**config.mk**
```make
export PLATFORM = sky130hd
export DESIGN_NAME = c2d_front
export DESIGN_NICKNAME = d
export VERILOG_FILES = /design/src/hw/rtl/c2d_pkg.sv /design/src/hw/rtl/c2d_front.sv
export SDC_FILE = /design/constraint.sdc
export NUM_CORES = 1
export LEC_CHECK = 0
export BUFFER_PORTS_ARGS = -buffer_cell sky130_fd_sc_hd__buf_2
export CORE_MARGIN = 2
export CORE_UTILIZATION = 58
export CTS_BUF_LIST = sky130_fd_sc_hd__clkbuf_8
export DETAILED_ROUTE_END_ITERATION = 8
export PLACE_DENSITY = 0.78
export SYNTH_ARGS = -nofsm -noshare
export SYNTH_HDL_FRONTEND = slang
export SYNTH_SLANG_ARGS = --single-unit
```
**constraint.sdc**
```tcl
create_clock -name clk -period 3.05 [get_ports clk]
set_input_delay 0.7625 -clock clk [delete_from_list [all_inputs] [get_ports clk]]
set_output_delay 0.7625 -clock clk [all_outputs]
set_load 0.02 [all_outputs]
```
**src/hw/rtl/c2d_pkg.sv**
```systemverilog
// Shared types and constants for the 3x3 stride-2 convolution engine.
package c2d_pkg;

    localparam logic [1:0] REQ_LOAD_ACT = 2'd0;
    localparam logic [1:0] REQ_LOAD_WGT = 2'd1;
    localparam logic [1:0] REQ_COMPUTE  = 2'd2;
    localparam logic [1:0] REQ_UNUSED   = 2'd3;

    localparam int KSIZE   = 3;
    localparam int KSTRIDE = 2;
    localparam int KPAD    = 1;

    // Classified item handed from the front part to the back part.
    typedef struct packed {
        logic [1:0]  kind;
        logic [11:0] index;
        logic [15:0] value;
        logic [3:0]  row;
        logic [3:0]  col;
    } c2d_cmd_t;

endpackage

```
**src/hw/rtl/c2d_front.sv**
```systemverilog
// Front part: accepts items, drops unused codes, queues commands for the back part.
module c2d_front (
    input  logic              clk,
    input  logic              rst_n,
    input  logic              in_valid,
    output logic              in_ready,
    input  logic [1:0]        req_type,
    input  logic [11:0]       load_index,
    input  logic signed [15:0] load_value,
    input  logic [3:0]        out_row,
    input  logic [3:0]        out_col,
    output logic              cmd_valid,
    input  logic              cmd_ready,
    output c2d_pkg::c2d_cmd_t cmd
);
    import c2d_pkg::*;

    localparam int DEPTH = 4;

    c2d_cmd_t   q_reg [DEPTH];
    logic [1:0] wr_ptr_reg, wr_ptr_next;
    logic [1:0] rd_ptr_reg, rd_ptr_next;
    logic [2:0] count_reg, count_next;
    logic       push, pop, keep;

    assign in_ready  = (count_reg != 3'(DEPTH));
    assign keep      = (req_type != REQ_UNUSED);
    assign push      = in_valid && in_ready && keep;
    assign cmd_valid = (count_reg != 3'd0);
    assign pop       = cmd_valid && cmd_ready;
    assign cmd       = q_reg[rd_ptr_reg];

    always_comb
    begin
        wr_ptr_next = push ? wr_ptr_reg + 2'd1 : wr_ptr_reg;
        rd_ptr_next = pop ? rd_ptr_reg + 2'd1 : rd_ptr_reg;
        count_next  = count_reg + {2'd0, push} - {2'd0, pop};
    end

    always_ff @(posedge clk or negedge rst_n)
    begin
        if (!rst_n)
        begin
            wr_ptr_reg <= '0;
            rd_ptr_reg <= '0;
            count_reg  <= '0;
        end
        else
        begin
            wr_ptr_reg <= wr_ptr_next;
            rd_ptr_reg <= rd_ptr_next;
            count_reg  <= count_next;
        end
    end

    always_ff @(posedge clk)
    begin
        if (push)
        begin
            q_reg[wr_ptr_reg] <= '{kind: req_type, index: load_index,
                                   value: load_value, row: out_row, col: out_col};
        end
    end

`ifndef SYNTH
    a_no_overflow: assert property (@(posedge clk) disable iff (!rst_n)
        count_reg <= 3'(DEPTH)) else $error("queue count overflow");
    a_full_blocks: assert property (@(posedge clk) disable iff (!rst_n)
        count_reg == 3'(DEPTH) |-> !push) else $error("push into full queue");
    a_count_step: assert property (@(posedge clk) disable iff (!rst_n)
        push && !pop |=> count_reg == $past(count_reg) + 3'd1)
        else $error("count did not advance on push");
`endif
endmodule

```
* Word-level counts from Yosys, hierarchy flattened
Memory sizes are Yosys's and may differ from the RTL's.
Cells that the tools add are included.
** Word-level totals
- Word-level logic and storage cells :: 16
- Memories kept :: 1
- Input bits :: 42
- Flip-flop bits (word level) :: 7
- Bits in writable memories :: 152
- Output and inout bits :: 40
** Operators by class
- Multiplexer cells :: 2
- Equal/unequal tests :: 2
- Add/sub/neg operators :: 4
- Reductions and logical operators :: 4
** Memory list
- q_reg :: words 4, width 38, read ports 1, clocked after memory_dff 0, write ports 1, RTL line c2d_front.sv:20 : c2d_cmd_t q_reg [DEPTH];
** Operators with widths (number)
- 2-bit by 1-bit adder with 2-bit output (second input constant) :: 2
- 3-bit by 1-bit adder with 3-bit output :: 1
- 1-bit logical AND :: 3
- 3-bit inequality test (second input constant) :: 1
- 3-bit nonzero test :: 1
- 3-bit by 1-bit subtractor with 3-bit output :: 1
- 1-bit two-way mux :: 2
- 2-bit inequality test (second input constant) :: 1

* Depth between registers and ports, before layout
- Depth in word-level cells :: 5
- Depth in mapped cells :: 11
- Gate-level depth less buffers :: 10

* Worst setup path before layout
Ideal clock, no wire load.
- Path type :: reg-to-reg
- Start :: reg count_reg[1]
- End :: reg count_reg[2]
- Required time :: 2925 ps
- Clock period less this slack :: 2463 ps
- Cell stages (with the launch flop) :: 12
- Setup time :: 125 ps
- Setup slack :: 587 ps
- Buffers on the path :: 1
- Data arrival time :: 2337 ps
- Path through :: dfrtp_1 or3b_1 and3_1 buf_6 inv_1 ha_1 inv_1 ha_1 inv_1 fa_1 xnor2_1 xnor2_1
** On the way
- Longest elaborated chain between the ends :: 5
- Elaborated cells between the ends (all ways) :: 7
- Classes of those cells :: add/sub (2); eq/ne (1); reduce/logical (4)
** RTL lines
- start: declaration :: RTL line c2d_front.sv:23 : logic [2:0] count_reg, count_next;
- start signal: assignment :: RTL line c2d_front.sv:52 : count_reg <= count_next;
- 3-bit inequality test :: RTL line c2d_front.sv:26 : assign in_ready = (count_reg != 3'(DEPTH));
- net in_ready :: RTL line c2d_front.sv:6 : output logic in_ready,
- 1-bit logical AND (2 in series) :: RTL line c2d_front.sv:28 : assign push = in_valid && in_ready && keep;
- 3-bit by 1-bit adder with 3-bit output :: RTL line c2d_front.sv:37 : count_next = count_reg + {2'd0, push} - {2'd0, pop};
- 3-bit by 1-bit subtractor with 3-bit output :: RTL line c2d_front.sv:37
- net count_next[2] :: RTL line c2d_front.sv:23
The timed path passes the listed nets, and every way through them passes these cells.
A chain may end at the register's enable or synchronous reset.

==> results_tabular.tex <==
\begin{tabular}{lr}
\hline
Metric & Value \\
\hline
\multicolumn{2}{l}{\textbf{Die}} \\
Die H & 105 microns \\
Std-Cell Rows & 36 \\
Top-level I/O count & between 80 and 90 \\
Starting density of the core & about three fifths \\
DIE WIDTH & 105 microns \\
Overall die area & approximately 11000 sq um \\
Core area & 9820 sq um \\
\multicolumn{2}{l}{\textbf{Power}} \\
Combinational power share & roughly a third \\
P\_leak & between 2 and 2.5 nW \\
Sequential fraction of design power & between 40 and 50\% \\
Part of the power in the clock network & 23.9\% \\
IR drop worst, VDD & slightly below 0.6 mV \\
Pwr per Cell Area & 954 nW/um\^{}2 \\
Total power after layout & between 6 and 7 mW \\
Reported net switching power & around 2.1 mW \\
Internal power summed over all cells & 4.54 mW \\
Share of total power consumed by net switching & a little under a third \\
\multicolumn{2}{l}{\textbf{Run}} \\
Max-capacitance violation count & 0 \\
\multicolumn{2}{l}{\textbf{STA}} \\
Crit path time final & 2.71 ns \\
Total negative setup slack & 0 ns \\
Max frequency & about 0.37 GHz \\
Worst-case headroom to the max-slew limit & 70.2\% \\
Setup Skew & 0.00616 ns \\
Final Hold Fails & 0 \\
Minimum hold slack & between 0.15 and 0.2 ns \\
Worst Tran Pin Value & 0.447 ns \\
Max-slew violation count & 0 \\
Final period utilization & approximately 89\% \\
Finish-stage setup viols & 0 \\
RSZ-0062 raised after global routing & false \\
\multicolumn{2}{l}{\textbf{Clock tree}} \\
Resize count post-CTS & 0 \\
Cell at the root of the clock tree & sky130\_fd\_sc\_hd\_\_clkbuf\_8 \\
Clock input transition at the sequential cells of the worst setup and hold paths & around 0.080 ns \\
Clock tree from TritonCTS & yes \\
Clock buffers created by TritonCTS & 17 \\
Hold buffer count at CTS & 0 \\
H-Tree Depth & 4 \\
Setup Fix Bufs, Post-CTS & 0 \\
Clock tree buffer depth & 2 \\
\# clock sinks & around 160 \\
Clock latency of the later-clocked register in the worst-skew pair & between 0.4 and 0.5 ns \\
\multicolumn{2}{l}{\textbf{Detailed routing}} \\
Post-DR wirelength/cell & 19.1 microns \\
Post-route antenna net violation count & 0 \\
Count of unresolved DRC violations after routing & 0 \\
Detailed-route via count & between 2000 and 3000 \\
Total length of routed wires & 9160 microns \\
Drt initial violations & approximately 150 \\
Number of vias per cell after detailed routing & approximately 5.4 \\
First-pass iteration count of the detailed router & 4 \\
\multicolumn{2}{l}{\textbf{Setup path}} \\
Start-to-end type of the worst setup path & flop to output pin \\
CP arrival & 1.95 ns \\
Nature of the critical path startpoint & flop \\
Largest driver fanout on the critical path & 23 \\
Worst Setup End Kind & output pin \\
Worst reg2reg setup slack & 0.56 ns \\
Worst EP required & between 2 and 2.5 ns \\
\multicolumn{2}{l}{\textbf{Yosys}} \\
Count of yosys warnings during synthesis & 0 \\
Netlist area before placement & 5890 sq um \\
Fraction of post-synthesis cell area in the top cell type by area & 77.5\% \\
Number of instances in the synthesized netlist & about 240 \\
Synthesized area divided by synthesized cell count & between 20 and 25 sq um \\
Distinct cell type count of the synthesized netlist & 19 \\
Sequential area share after synthesis & between 80\% and 90\% \\
Main area contributors after synthesis & sky130\_fd\_sc\_hd\_\_edfxtp\_1 77\%, sky130\_fd\_sc\_hd\_\_mux4\_2 15\%, sky130\_fd\_sc\_hd\_\_dfrtp\_1 3.0\% \\
Post-synthesis register bit count & roughly 160 \\
Cell type contributing the most total cell area after synthesis & sky130\_fd\_sc\_hd\_\_edfxtp\_1 \\
Syn nets & around 290 \\
\multicolumn{2}{l}{\textbf{Placed design}} \\
Placer congestion estimate & $\sim$0.74 \\
Number of port buffers & 81 \\
Post-detail-place hpwl & $\sim$5600 microns \\
Placed inst area & 6530 sq um \\
\multicolumn{2}{l}{\textbf{Run status}} \\
Status & complete, no violations \\
\multicolumn{2}{l}{\textbf{Global route}} \\
Global router's overall resource usage & roughly 18\% \\
Initial antenna violation count & 0 \\
First-pass GRT wire length & around 14000 microns \\
Largest net degree at the start of global routing & 39 \\
Remaining Overflow, GRT & 0 \\
Vias in the first global route & approximately 2800 \\
\multicolumn{2}{l}{\textbf{Layout}} \\
Most used cells in the layout excluding fill and tap cells & 152 x sky130\_fd\_sc\_hd\_\_edfxtp\_1, 81 x sky130\_fd\_sc\_hd\_\_buf\_2, 38 x sky130\_fd\_sc\_hd\_\_mux4\_2 \\
Total inserted antenna cells & 0 \\
Sequential cell area & between 4000 and 5000 sq um \\
Layout overhead on the synthesized area & 17.9\% \\
Flip-flop count of the largest register after layout & roughly 150 \\
Filler cell count in the final layout & roughly 600 \\
Multi-input gate area & 1080 sq um \\
Most common cell after layout, fill and taps aside & sky130\_fd\_sc\_hd\_\_edfxtp\_1 \\
Final cell area excluding filler cells & between 6000 and 7000 sq um \\
Fraction of layout instances using a drive strength above 1 & between 40\% and 50\% \\
Total number of nets in the final design & 382 \\
\multicolumn{2}{l}{\textbf{Min path}} \\
Tightest Hold Check Type & input port to async pin \\
\hline
\end{tabular}
cells by family (layout without fill, tap and decap cells):
| group | Yosys count | in the layout | synth area share (%) |
|---|---|---|---|
| DFF | 159 | 159 | 80.5 |
| xor gates and xnor gates | 5 | 5 | 0.743 |
| buffers and inverters | 16 | 126 | 1.25 |
| adders and majority gates | 7 | 7 | 1.61 |
| muxes | 39 | 39 | 14.8 |
| AOI/OAI and AO/OA | 1 | 1 | 0.170 |
| and+or+nand+nor | 9 | 9 | 0.977 |
routing by layer:
layer  vias to the layer above  track usage, %  wire (microns)
met3                        10            5.61             432
met5                         -               0               0
li1                       1184               -               -
met1                      1350            24.4            4000
met4                         0            5.71             102
met2                        65            27.9            4630
path summary, 6_finish.rpt:
check                               from       endpoint  depth (start not counted)
max in group asynchronous          rst_n  rd_ptr_reg[1]                          1
min in group clk           load_index[7]   q_reg[0][31]                          1
hold / removal                     rst_n  wr_ptr_reg[0]                          1
hold reg to reg            wr_ptr_reg[1]  wr_ptr_reg[1]                          1
setup / recovery           rd_ptr_reg[0]        cmd[33]                          3
setup reg to reg            count_reg[1]   count_reg[2]                         10
synth_stat cells:
library cell               count
sky130_fd_sc_hd__and2_1        2
sky130_fd_sc_hd__and2_2        2
sky130_fd_sc_hd__and3_1        1
sky130_fd_sc_hd__buf_2         5
sky130_fd_sc_hd__buf_6         1
sky130_fd_sc_hd__clkbuf_1      4
sky130_fd_sc_hd__dfrtp_1       7
sky130_fd_sc_hd__edfxtp_1    152
sky130_fd_sc_hd__fa_1          1
sky130_fd_sc_hd__ha_1          6
sky130_fd_sc_hd__inv_1         6
sky130_fd_sc_hd__mux2_4        1
sky130_fd_sc_hd__mux4_2       38
sky130_fd_sc_hd__nand2_1       2
sky130_fd_sc_hd__o31a_2        1
sky130_fd_sc_hd__or3_2         1
sky130_fd_sc_hd__or3b_1        1
sky130_fd_sc_hd__xnor2_1       4
sky130_fd_sc_hd__xor2_1        1
worst max-delay path, cell delays in order, from the launching register on:
cell and delay [ns]:
sky130_fd_sc_hd__dfrtp_2 0.36, sky130_fd_sc_hd__buf_4 0.40, sky130_fd_sc_hd__mux4_2 0.59, sky130_fd_sc_hd__buf_2 0.18
metrics by stage:
stage | std cells | setup slack (ns) | utilization [%]
finish | 479 | 0.336 | 70.7
global route | 479 | 0.190 | 70.7
CTS | 479 | 0.258 | 70.7
detailed placement | 447 | 0.377 | 66.5
global placement | 447 | 0.467 | 66.5
floorplan | 236 | 0.587 | -
final cells by class:
type / instances / share of cell area, %
Clock buffer: 17 / 3.37
Clock inverter: 15 / 2.61
Inverter: 6 / 0.324
Multi-Input combinational cell: 61 / 15.5
Sequential cell: 159 / 68.3
Tap cell: 133 / 2.40
Timing Repair Buffer: 88 / 7.49
power by group through the flow:
stage | clock [mW] | combinational (mW) | sequential (mW)
finish | 1.58 | 2.11 | 2.93
CTS | 1.62 | 2.16 | 2.94
detailed placement | 0 | 2.14 | 2.99
global placement | 0 | 2.13 | 2.96
floorplan | 0 | 1.53 | 2.91
global route | 1.70 | 2.27 | 2.96
Note: power is estimated with default switching activity, not from simulation.
